### src/rtl/core/skf_pkg.sv
// Shared types, constants and control structs of the scalar Kalman filter.
package skf_pkg;

    localparam int FRAC_BITS = 16;
    localparam int DATA_W = 32;
    localparam int GAIN_W = 17;
    localparam int GAIN_FRAC = 16;
    localparam int DIV_STEPS = GAIN_W;
    localparam int CNT_W = $clog2(DIV_STEPS);
    localparam int ADDR_W = 4;
    localparam int PROD_W = 51;

    localparam logic [GAIN_W-1:0] GAIN_ONE = GAIN_W'(1 << GAIN_FRAC);
    localparam logic [PROD_W-1:0] ROUND_HALF = PROD_W'(1 << (GAIN_FRAC - 1));

    localparam logic [DATA_W-1:0] Q_RESET =
        DATA_W'(((64'd1 << FRAC_BITS) * 64'd5 + 64'd500) / 64'd1000);
    localparam logic [DATA_W-1:0] R_RESET = DATA_W'(64'd5 << FRAC_BITS);

    localparam logic [1:0] REG_PROCESS_NOISE = 2'd0;
    localparam logic [1:0] REG_MEASUREMENT_NOISE = 2'd1;
    localparam logic [1:0] REG_INITIAL_ESTIMATE = 2'd2;
    localparam logic [1:0] REG_INITIAL_COVARIANCE = 2'd3;

    localparam logic CMD_FILTER = 1'b0;
    localparam logic CMD_RELOAD = 1'b1;

    typedef struct packed {
        logic                     command;
        logic signed [DATA_W-1:0] measurement;
    } t_in;

    typedef struct packed {
        logic signed [DATA_W-1:0] estimate;
        logic [GAIN_W-1:0]        gain;
        logic                     error;
    } t_out;

    typedef struct packed {
        logic [DATA_W-1:0]        process_noise;
        logic [DATA_W-1:0]        measurement_noise;
        logic signed [DATA_W-1:0] initial_estimate;
        logic [DATA_W-1:0]        initial_covariance;
    } t_cfg;

    typedef struct packed {
        logic accept;
        logic reload;
        logic predict;
        logic den;
        logic num;
        logic div_step;
        logic mul_x;
        logic mul_p;
        logic commit;
        logic out_load;
    } t_cmd;

    typedef struct packed {
        logic den_zero;
        logic out_free;
    } t_sts;

endpackage

### src/rtl/core/scalar_kalman_filter.sv
// Top level of the scalar Kalman filter: register file, controller and datapath.
//
// Usage: items arrive on the input channel (i_in_valid, o_in_stall, i_in_data) and each
// produces exactly one item on the output channel (o_out_valid, i_out_stall, o_out_data).
// A filter command runs predict, a 17-step restoring divide for the gain, two multiplies
// on one shared 18x33 multiplier and the state update; a reload command loads the initial
// estimate and covariance, and a zero denominator skips the divide and the multiplies.
// One item is in work at a time: a new item is accepted only after the last one reaches
// the output register, and o_in_stall is low only while the block waits for work.
// A finished item sits in the output register; the next item is accepted while it
// waits, and the block holds a second result until the receiver drops i_out_stall.
// A zero divisor (p + q + r equal to zero) keeps the state and returns error set.
// Reset clears estimate and covariance and loads the register defaults. The user must
// write registers through the APB-style port only while the block is idle; the block
// does not enforce it.
module scalar_kalman_filter (
    input  logic                       i_clk,
    input  logic                       i_rst_n,
    input  logic                       i_in_valid,
    output logic                       o_in_stall,
    input  skf_pkg::t_in               i_in_data,
    output logic                       o_out_valid,
    input  logic                       i_out_stall,
    output skf_pkg::t_out              o_out_data,
    input  logic                       psel,
    input  logic                       penable,
    input  logic                       pwrite,
    input  logic [skf_pkg::ADDR_W-1:0] paddr,
    input  logic [skf_pkg::DATA_W-1:0] pwdata,
    output logic [skf_pkg::DATA_W-1:0] prdata,
    output logic                       pready
);

    skf_pkg::t_cfg cfg;
    skf_pkg::t_cmd cmd;
    skf_pkg::t_sts sts;

    skf_regs u_regs (
        .i_clk   (i_clk),
        .i_rst_n (i_rst_n),
        .psel    (psel),
        .penable (penable),
        .pwrite  (pwrite),
        .paddr   (paddr),
        .pwdata  (pwdata),
        .prdata  (prdata),
        .pready  (pready),
        .o_cfg   (cfg)
    );

    skf_ctrl u_ctrl (
        .i_clk      (i_clk),
        .i_rst_n    (i_rst_n),
        .i_in_valid (i_in_valid),
        .i_command  (i_in_data.command),
        .o_in_stall (o_in_stall),
        .i_sts      (sts),
        .o_cmd      (cmd)
    );

    skf_dp u_dp (
        .i_clk       (i_clk),
        .i_rst_n     (i_rst_n),
        .i_in_data   (i_in_data),
        .i_cfg       (cfg),
        .i_cmd       (cmd),
        .o_sts       (sts),
        .i_out_stall (i_out_stall),
        .o_out_valid (o_out_valid),
        .o_out_data  (o_out_data)
    );

endmodule

### src/rtl/core/skf_regs.sv
// Configuration register file of the scalar Kalman filter with its APB-style port.
module skf_regs (
    input  logic                             i_clk,
    input  logic                             i_rst_n,
    input  logic                             psel,
    input  logic                             penable,
    input  logic                             pwrite,
    input  logic [skf_pkg::ADDR_W-1:0]       paddr,
    input  logic [skf_pkg::DATA_W-1:0]       pwdata,
    output logic [skf_pkg::DATA_W-1:0]       prdata,
    output logic                             pready,
    output skf_pkg::t_cfg                    o_cfg
);

    skf_pkg::t_cfg r_cfg;
    logic          wr_en;
    logic [1:0]    reg_idx;

    assign pready  = 1'b1;
    assign wr_en   = psel & penable & pwrite;
    assign reg_idx = paddr[3:2];

    always_ff @(posedge i_clk) begin
        if (!i_rst_n) begin
            r_cfg.process_noise      <= skf_pkg::Q_RESET;
            r_cfg.measurement_noise  <= skf_pkg::R_RESET;
            r_cfg.initial_estimate   <= '0;
            r_cfg.initial_covariance <= '0;
        end else if (wr_en) begin
            case (reg_idx)
                skf_pkg::REG_PROCESS_NOISE:      r_cfg.process_noise <= pwdata;
                skf_pkg::REG_MEASUREMENT_NOISE:  r_cfg.measurement_noise <= pwdata;
                skf_pkg::REG_INITIAL_ESTIMATE:   r_cfg.initial_estimate <= pwdata;
                skf_pkg::REG_INITIAL_COVARIANCE: r_cfg.initial_covariance <= pwdata;
                default: ;
            endcase
        end
    end

    always_comb begin
        case (reg_idx)
            skf_pkg::REG_PROCESS_NOISE:      prdata = r_cfg.process_noise;
            skf_pkg::REG_MEASUREMENT_NOISE:  prdata = r_cfg.measurement_noise;
            skf_pkg::REG_INITIAL_ESTIMATE:   prdata = r_cfg.initial_estimate;
            skf_pkg::REG_INITIAL_COVARIANCE: prdata = r_cfg.initial_covariance;
            default:                         prdata = '0;
        endcase
    end

    assign o_cfg = r_cfg;

endmodule

### src/rtl/core/skf_ctrl.sv
// Sequencing state machine of the scalar Kalman filter.
module skf_ctrl (
    input  logic          i_clk,
    input  logic          i_rst_n,
    input  logic          i_in_valid,
    input  logic          i_command,
    output logic          o_in_stall,
    input  skf_pkg::t_sts i_sts,
    output skf_pkg::t_cmd o_cmd
);

    localparam logic [3:0] S_IDLE   = 4'd0;
    localparam logic [3:0] S_RELOAD = 4'd1;
    localparam logic [3:0] S_PRED   = 4'd2;
    localparam logic [3:0] S_DEN    = 4'd3;
    localparam logic [3:0] S_NUM    = 4'd4;
    localparam logic [3:0] S_DIV    = 4'd5;
    localparam logic [3:0] S_MULX   = 4'd6;
    localparam logic [3:0] S_MULP   = 4'd7;
    localparam logic [3:0] S_UPD    = 4'd8;
    localparam logic [3:0] S_DONE   = 4'd9;

    localparam logic [skf_pkg::CNT_W-1:0] LAST_STEP = skf_pkg::CNT_W'(skf_pkg::DIV_STEPS - 1);

    logic [3:0]                r_state, n_state;
    logic [skf_pkg::CNT_W-1:0] r_cnt, n_cnt;
    logic                      accept;

    assign o_in_stall = (r_state != S_IDLE);
    assign accept     = i_in_valid & (r_state == S_IDLE);

    always_comb begin
        n_state = r_state;
        n_cnt   = r_cnt;
        o_cmd   = '0;
        case (r_state)
            S_IDLE: begin
                if (accept) begin
                    o_cmd.accept = 1'b1;
                    n_state = (i_command == skf_pkg::CMD_RELOAD) ? S_RELOAD : S_PRED;
                end
            end
            S_RELOAD: begin
                o_cmd.reload = 1'b1;
                n_state = S_DONE;
            end
            S_PRED: begin
                o_cmd.predict = 1'b1;
                n_state = S_DEN;
            end
            S_DEN: begin
                o_cmd.den = 1'b1;
                n_state = S_NUM;
            end
            S_NUM: begin
                o_cmd.num = 1'b1;
                n_cnt = '0;
                n_state = i_sts.den_zero ? S_DONE : S_DIV;
            end
            S_DIV: begin
                o_cmd.div_step = 1'b1;
                n_cnt = r_cnt + 1'b1;
                if (r_cnt == LAST_STEP) begin
                    n_state = S_MULX;
                end
            end
            S_MULX: begin
                o_cmd.mul_x = 1'b1;
                n_state = S_MULP;
            end
            S_MULP: begin
                o_cmd.mul_p = 1'b1;
                n_state = S_UPD;
            end
            S_UPD: begin
                o_cmd.commit = 1'b1;
                n_state = S_DONE;
            end
            S_DONE: begin
                if (i_sts.out_free) begin
                    o_cmd.out_load = 1'b1;
                    n_state = S_IDLE;
                end
            end
            default: begin
                n_state = S_IDLE;
            end
        endcase
    end

    always_ff @(posedge i_clk) begin
        if (!i_rst_n) begin
            r_state <= S_IDLE;
            r_cnt   <= '0;
        end else begin
            r_state <= n_state;
            r_cnt   <= n_cnt;
        end
    end

    assert property (@(posedge i_clk) disable iff (!i_rst_n)
        (r_state == S_DIV) |-> (r_cnt <= LAST_STEP))
        else $error("Divider step count ran past the last quotient bit.");

    assert property (@(posedge i_clk) disable iff (!i_rst_n)
        o_cmd.accept |=> (r_state == S_RELOAD || r_state == S_PRED))
        else $error("Accepted item did not start a reload or a filter step.");

    assert property (@(posedge i_clk) disable iff (!i_rst_n)
        (r_state == S_UPD) |-> ($past(r_state) == S_MULP))
        else $error("State update reached without both multiplies.");

endmodule

### src/rtl/core/skf_dp.sv
// Datapath of the scalar Kalman filter: state, divider, shared multiplier and result register.
module skf_dp (
    input  logic          i_clk,
    input  logic          i_rst_n,
    input  skf_pkg::t_in  i_in_data,
    input  skf_pkg::t_cfg i_cfg,
    input  skf_pkg::t_cmd i_cmd,
    output skf_pkg::t_sts o_sts,
    input  logic          i_out_stall,
    output logic          o_out_valid,
    output skf_pkg::t_out o_out_data
);

    localparam int DW = skf_pkg::DATA_W;
    localparam int GW = skf_pkg::GAIN_W;
    localparam int PW = skf_pkg::PROD_W;
    localparam int NW = DW + skf_pkg::GAIN_FRAC + 1;
    localparam int SW = PW - skf_pkg::GAIN_FRAC;

    logic signed [DW-1:0] r_est;
    logic [DW-1:0]        r_cov;
    logic signed [DW-1:0] r_meas;
    logic [DW-1:0]        r_p1;
    logic signed [DW:0]   r_diff;
    logic [DW:0]          r_den;
    logic                 r_zero;
    logic [DW:0]          r_rem;
    logic [GW-1:0]        r_q;
    logic [GW-1:0]        r_gain;
    logic                 r_err;
    logic signed [PW-1:0] r_prod;
    logic signed [DW-1:0] r_xnew;
    logic                 r_ovalid;
    skf_pkg::t_out        r_out;

    logic [DW:0]          p1_sum;
    logic [DW-1:0]        p1_sat;
    logic [DW:0]          den_sum;
    logic [NW-1:0]        num;
    logic [DW+1:0]        div_t;
    logic                 div_ge;
    logic [DW+1:0]        div_sub;
    logic [GW-1:0]        gain_c;
    logic signed [GW:0]   mul_a;
    logic signed [DW:0]   mul_b;
    logic signed [PW-1:0] mul_y;
    logic signed [PW-1:0] x_round;
    logic signed [SW-1:0] x_shift;
    logic signed [SW:0]   x_sum;
    logic signed [DW-1:0] x_sat;
    logic [PW-1:0]        p_round;
    logic [SW-1:0]        p_shift;
    logic [DW-1:0]        p_sat;

    assign p1_sum  = {1'b0, r_cov} + {1'b0, i_cfg.process_noise};
    assign p1_sat  = p1_sum[DW] ? {DW{1'b1}} : p1_sum[DW-1:0];
    assign den_sum = {1'b0, r_p1} + {1'b0, i_cfg.measurement_noise};
    assign num     = {1'b0, r_p1, {skf_pkg::GAIN_FRAC{1'b0}}}
                   + {{(NW-DW){1'b0}}, r_den[DW:1]};

    assign div_t   = {r_rem, r_q[GW-1]};
    assign div_ge  = (div_t >= {1'b0, r_den});
    assign div_sub = div_t - {1'b0, r_den};
    assign gain_c  = (r_q > skf_pkg::GAIN_ONE) ? skf_pkg::GAIN_ONE : r_q;

    always_comb begin
        if (i_cmd.mul_p) begin
            mul_a = $signed({1'b0, skf_pkg::GAIN_ONE - r_gain});
            mul_b = $signed({1'b0, r_p1});
        end else begin
            mul_a = $signed({1'b0, gain_c});
            mul_b = r_diff;
        end
    end
    assign mul_y = PW'(mul_a) * PW'(mul_b);

    assign x_round = r_prod + $signed(skf_pkg::ROUND_HALF);
    assign x_shift = x_round[PW-1:skf_pkg::GAIN_FRAC];
    assign x_sum   = {{(SW+1-DW){r_est[DW-1]}}, r_est} + {x_shift[SW-1], x_shift};

    always_comb begin
        if (x_sum[SW:DW-1] == {(SW+2-DW){1'b0}} || x_sum[SW:DW-1] == {(SW+2-DW){1'b1}}) begin
            x_sat = x_sum[DW-1:0];
        end else if (x_sum[SW]) begin
            x_sat = {1'b1, {(DW-1){1'b0}}};
        end else begin
            x_sat = {1'b0, {(DW-1){1'b1}}};
        end
    end

    assign p_round = r_prod + skf_pkg::ROUND_HALF;
    assign p_shift = p_round[PW-1:skf_pkg::GAIN_FRAC];
    assign p_sat   = (|p_shift[SW-1:DW]) ? {DW{1'b1}} : p_shift[DW-1:0];

    always_ff @(posedge i_clk) begin
        if (!i_rst_n) begin
            r_est <= '0;
            r_cov <= '0;
        end else if (i_cmd.reload) begin
            r_est <= i_cfg.initial_estimate;
            r_cov <= i_cfg.initial_covariance;
        end else if (i_cmd.commit) begin
            r_est <= r_xnew;
            r_cov <= p_sat;
        end
    end

    always_ff @(posedge i_clk) begin
        if (i_cmd.accept) begin
            r_meas <= i_in_data.measurement;
            r_gain <= '0;
            r_err  <= 1'b0;
        end
        if (i_cmd.predict) begin
            r_p1   <= p1_sat;
            r_diff <= {r_meas[DW-1], r_meas} - {r_est[DW-1], r_est};
        end
        if (i_cmd.den) begin
            r_den  <= den_sum;
            r_zero <= (den_sum == '0);
        end
        if (i_cmd.num) begin
            r_rem <= {1'b0, num[NW-1:GW]};
            r_q   <= num[GW-1:0];
            r_err <= r_zero;
        end
        if (i_cmd.div_step) begin
            r_rem <= div_ge ? div_sub[DW:0] : div_t[DW:0];
            r_q   <= {r_q[GW-2:0], div_ge};
        end
        if (i_cmd.mul_x) begin
            r_gain <= gain_c;
            r_prod <= mul_y;
        end
        if (i_cmd.mul_p) begin
            r_xnew <= x_sat;
            r_prod <= mul_y;
        end
    end

    always_ff @(posedge i_clk) begin
        if (!i_rst_n) begin
            r_ovalid <= 1'b0;
        end else if (i_cmd.out_load) begin
            r_ovalid <= 1'b1;
        end else if (!i_out_stall) begin
            r_ovalid <= 1'b0;
        end
    end

    always_ff @(posedge i_clk) begin
        if (i_cmd.out_load) begin
            r_out.estimate <= r_est;
            r_out.gain     <= r_gain;
            r_out.error    <= r_err;
        end
    end

    assign o_sts.den_zero = r_zero;
    assign o_sts.out_free = !r_ovalid || !i_out_stall;
    assign o_out_valid    = r_ovalid;
    assign o_out_data     = r_out;

    assert property (@(posedge i_clk) disable iff (!i_rst_n)
        (r_ovalid && r_out.error) |-> (r_out.gain == '0))
        else $error("Item flagged with a zero denominator carries a nonzero gain.");

    assert property (@(posedge i_clk) disable iff (!i_rst_n)
        r_ovalid |-> (r_out.gain <= skf_pkg::GAIN_ONE))
        else $error("Gain above one.");

    assert property (@(posedge i_clk) disable iff (!i_rst_n)
        (i_cmd.num && !r_zero) |=> (r_rem < r_den))
        else $error("Divider started with a partial remainder not below the divisor.");

    assert property (@(posedge i_clk) disable iff (!i_rst_n)
        i_cmd.commit |=> (r_cov <= $past(r_p1)))
        else $error("Updated covariance exceeds the predicted covariance.");

endmodule

### config.mk
export PLATFORM = sky130hd
export DESIGN_NAME = scalar_kalman_filter
export DESIGN_NICKNAME = d
export VERILOG_FILES = /design/src/rtl/core/skf_pkg.sv /design/src/rtl/core/scalar_kalman_filter.sv /design/src/rtl/core/skf_regs.sv /design/src/rtl/core/skf_ctrl.sv /design/src/rtl/core/skf_dp.sv
export SDC_FILE = /design/constraint.sdc
export NUM_CORES = 2
export LEC_CHECK = 0
export CAP_MARGIN = 15
export CORE_MARGIN = 1
export CORE_UTILIZATION = 25
export CTS_CLUSTER_DIAMETER = 120
export DETAILED_ROUTE_END_ITERATION = 16
export DONT_BUFFER_PORTS = 1
export GPL_ROUTABILITY_DRIVEN = 0
export HOLD_SLACK_MARGIN = 0.02
export PLACE_DENSITY_LB_ADDON = 0.3
export SYNTH_ARGS = -nofsm -noshare
export SYNTH_HDL_FRONTEND = slang
export SYNTH_SLANG_ARGS = --single-unit
export TNS_END_PERCENT = 10
### constraint.sdc
create_clock -name i_clk -period 13.2 [get_ports i_clk]
set_input_delay 2.64 -clock i_clk [delete_from_list [all_inputs] [get_ports i_clk]]
set_output_delay 2.64 -clock i_clk [all_outputs]
set_load 0.005 [all_outputs]
==> results list <==
- Normalized max-slew margin: 14.0%
* Flop2flop setup slack: 2.91 ns
* Area of the multi-input gates: 32,300 um^2
* Final-layout fill cell count: 20,869
- The max-slew violation count is 0.
* Startpoint of the worst-slack reg-to-reg timing path: u_ctrl.r_state[1]
- On the worst path, the slowest cell contributes a delay of 0.84 ns.
- Die H: 446 um
- From left edge to right edge, the die measures 446 um.
* Synthesized flop and latch total: 519
* Number of unique standard cell types used by synthesis: 92
* Area leader, netlist: sky130_fd_sc_hd__fa_1
* Mean instance size in the synthesized netlist: 9.16 um^2
- For this run, the leading register cell type out of synthesis is sky130_fd_sc_hd__edfxtp_1.
* # hold bufs at CTS: 0
- Overall global routing resource usage: 17.4%
- ANT nets after route: 0
- The via count of the first global-routing pass is 37,753.
* Number of warning messages in the yosys log: 0
- STA classifies the critical path endpoint as a flop.
* Worst min-delay path startpoint: u_dp.r_err
- Of all flip-flops after synthesis, the portion carrying an async set or reset was 0%.
- Input and output buffers added on the ports amount to 0.
* Number of flops mapped to enable cells by yosys: 317
- Antenna violations before repair: 11
* Library cell with the highest instance count after synthesis: sky130_fd_sc_hd__nand2_1
* Clock Path Buffers: 3
- The tool flagged a number of max-cap violations equal to 0.
- F_max: 97.2 MHz
- Post-route DRC: 0
- The worst hold path passes through 0 cells.
* Number of design-rule violations left by the first detailed-router iteration: 3,081
- In the synthesized netlist, the number of instances is 5,388.
- In the final design database the tool counted 6,195 nets.
* Clock buffer count from CTS: 55
- The critical path is of the flop to flop type.
- Buffers inserted by post-CTS timing repair: 0
- Clock-pin slew was measured on the worst setup and hold paths at 0.07 ns.
- Std-Cell Rows: 162
- Number of nets produced by synthesis: 6,305
- For this block, the routed nets add up to 175 mm of wire.
* Post-synthesis instance area: 49,400 um^2
- Counting every sink on the clock net gives 519.
- Congestion Overflow GR: 0
* Sequential cell area: 13,600 um^2
* Fraction of final layout cells sized beyond drive strength 1: 4.73%
* Area fraction of the dominant cell type after synthesis: 21.9%
- First-pass GRT wire length: 256 mm
- Worst flop-to-flop path endpoint: u_dp.r_prod[49]
- In this run the number of H-tree levels came out at 2.
- From synthesis to final layout, the design area changed by 9.78%.
* Via density: 4.81
- At the later pin of the worst-skew pair, clock insertion delay measures 0.67 ns.
- Setup violations remaining at the end of the flow were counted as 0.
- Counting both buffers and inverters, the worst setup path holds a total of 6.
* Crit-path max FO: 50
* Hold crit path type: flop to flop
* Result of the run: complete, no violations
- Of the synthesized area, sequential elements account for 27.5%.
- After layout, the worst path uses 78.0% of the clock period.
- Most common cell on crit path: sky130_fd_sc_hd__fa_1
* Vias post-DR: 38,235
- In the final timing run, aggregate negative setup slack is 0 ns.
- After clock tree synthesis, the repair step resized 0 gates.
- Across the routed clock network, the largest skew measured is 0.0457 ns.
- Maximum number of pins on one net before global-route repair: 200
- Full die area: 199,000 um^2
- Post-DR wirelength/cell: 22.0 um
- Critical path data arrival time: 10.69 ns
* Detailed Place HPWL: 136 mm
* Nature of the critical path startpoint: flop
* Shortest clock period the worst path allows after layout: 10.29 ns
- Sorting the synthesized cells by how often they occur yields sky130_fd_sc_hd__nand2_1, sky130_fd_sc_hd__inv_1, sky130_fd_sc_hd__fa_1.
* Initial Utilization: 25.2%
* RSZ-0062 raised after global routing: no
- The slowest stage of the critical path belongs to the cell sky130_fd_sc_hd__a311oi_1.
- By area the synthesized netlist is led by sky130_fd_sc_hd__fa_1, sky130_fd_sc_hd__edfxtp_1, sky130_fd_sc_hd__dfxtp_1.
* Clock root cell: sky130_fd_sc_hd__clkbuf_16
- In this run the count of I/O pins placed on the die edge is 161.
- Number of cells on the worst reg-to-reg path: 29
- The first detailed-routing pass ran for 5 iterations.
- In this run the standard cell core region covers 196,000 um^2.
- CTS tree: yes
* Required @ worst endpoint: 13.60 ns
* Hold Violations, Final: 0
- Broken down by cell family, the worst path's largest delay share belongs to adder cells.
- The worst hold path terminates at u_dp.o_out_data[0].
* Least-Margin Pin Slew: 1.29 ns
-- routing by layer --
layer	track usage, %	vias up	part of all wire (%)
met2	29.1	1038	47
met3	2.40	211	5.9
met4	4.55	0	3.1
li1	-	17635	-
met1	23.4	19351	44
met5	0	-	0
-- cells in the final DEF, fill, tap and decap left out, types with 11 or more instances in the layout --
cell type / synthesis / routed
sky130_fd_sc_hd__and2_1: 42 / 41
sky130_fd_sc_hd__a31oi_1: 20 / 19
sky130_fd_sc_hd__o21ai_1: 19 / 17
sky130_fd_sc_hd__o221ai_1: 17 / 17
sky130_fd_sc_hd__edfxtp_1: 317 / 317
sky130_fd_sc_hd__nor4_1: 13 / 13
sky130_fd_sc_hd__nor2_1: 401 / 394
sky130_fd_sc_hd__o31ai_1: 11 / 11
sky130_fd_sc_hd__a21boi_0: 149 / 149
sky130_fd_sc_hd__inv_1: 748 / 747
sky130_fd_sc_hd__nor3_1: 87 / 85
sky130_fd_sc_hd__mux4_2: 32 / 32
sky130_fd_sc_hd__clkbuf_16: 0 / 56
sky130_fd_sc_hd__nand3_1: 103 / 103
sky130_fd_sc_hd__nand4_1: 27 / 27
sky130_fd_sc_hd__o21bai_1: 21 / 21
sky130_fd_sc_hd__mux2i_1: 74 / 74
sky130_fd_sc_hd__buf_4: 5 / 48
sky130_fd_sc_hd__or3_1: 27 / 26
sky130_fd_sc_hd__nand2_1: 932 / 926
sky130_fd_sc_hd__xnor2_1: 153 / 153
sky130_fd_sc_hd__a21oi_1: 194 / 188
sky130_fd_sc_hd__dfxtp_1: 202 / 202
sky130_fd_sc_hd__or2_2: 22 / 22
sky130_fd_sc_hd__nand2b_1: 38 / 38
sky130_fd_sc_hd__o21a_1: 25 / 25
sky130_fd_sc_hd__o211ai_1: 42 / 42
sky130_fd_sc_hd__fa_1: 540 / 540
sky130_fd_sc_hd__o21ai_0: 178 / 174
sky130_fd_sc_hd__xor2_1: 83 / 83
sky130_fd_sc_hd__nor2b_1: 34 / 34
sky130_fd_sc_hd__ha_1: 301 / 301
sky130_fd_sc_hd__and3_1: 49 / 47
sky130_fd_sc_hd__a21o_1: 84 / 84
sky130_fd_sc_hd__clkbuf_1: 184 / 12
sky130_fd_sc_hd__o211a_1: 32 / 32
-- logic make-up after synthesis --
logic type | after synthesis | share of synthesized area, %
xor+xnor | 236 | 4.19
flops | 519 | 27.5
other cells | 1 | 0.00760
simple gates | 1813 | 15.9
mux | 109 | 3.03
buf+inv | 964 | 7.43
fa+ha+maj | 841 | 29.5
compound gates | 905 | 12.4
-- metrics by stage --
stage          utilization [%]  cell area (um^2)  cells  setup slack (ns)  hold slack [ns]
3_5_place_dp              26.8             52300   7845              2.94            0.416
6_report                  27.7             54200   7954              2.91            0.424
3_3_place_gp              26.8             52300   7845              3.03            0.411
5_1_grt                   27.7             54200   7950              2.54            0.425
4_1_cts                   27.7             54200   7949              2.94            0.425
2_1_floorplan                -             49400   5388              3.20            0.400
-- final cells by class --
cell class              count  area share [%]
well taps                2624            6.06
diodes                      5          0.0231
repair buffers             48           0.665
multi-input cells        3905            59.6
flip-flops and latches    519            25.0
clock inverters            30           0.598
inverters                 749            5.19
clock buffers              74            2.82
-- worst max-delay path by stage --
| stage | start | endpoint | slack (ns) | cells past startpoint |
|---|---|---|---|---|
| final | u_ctrl.r_state[1] | u_dp.r_prod[49] | 2.91 | 29 |
| after global routing | u_ctrl.r_state[1] | u_dp.r_prod[35] | 2.54 | 29 |
| after CTS | u_ctrl.r_state[1] | u_dp.r_prod[49] | 2.94 | 29 |
| after detailed placement | u_ctrl.r_state[1] | u_dp.r_prod[49] | 2.94 | 29 |
| after global placement | u_ctrl.r_state[1] | u_dp.r_prod[50] | 3.03 | 28 |
| after floorplan | u_ctrl.r_state[1] | u_dp.r_prod[47] | 3.20 | 32 |
-- flip-flops by register name (all words and copies together), names as in the netlist, 5 cells and up --
| name | cells |
|---|---|
| u_ctrl.r_cnt | 5 |
| u_dp.o_out_data | 50 |
| u_dp.r_cov | 32 |
| u_dp.r_den | 33 |
| u_dp.r_diff | 33 |
| u_dp.r_est | 32 |
| u_dp.r_gain | 17 |
| u_dp.r_meas | 32 |
| u_dp.r_p1 | 32 |
| u_dp.r_prod | 36 |
| u_dp.r_q | 17 |
| u_dp.r_rem | 33 |
| u_dp.r_xnew | 32 |
| u_regs.o_cfg | 128 |
Power is not shown: default switching activity piles up to over one toggle a cycle in this logic, so the estimate is an artifact.
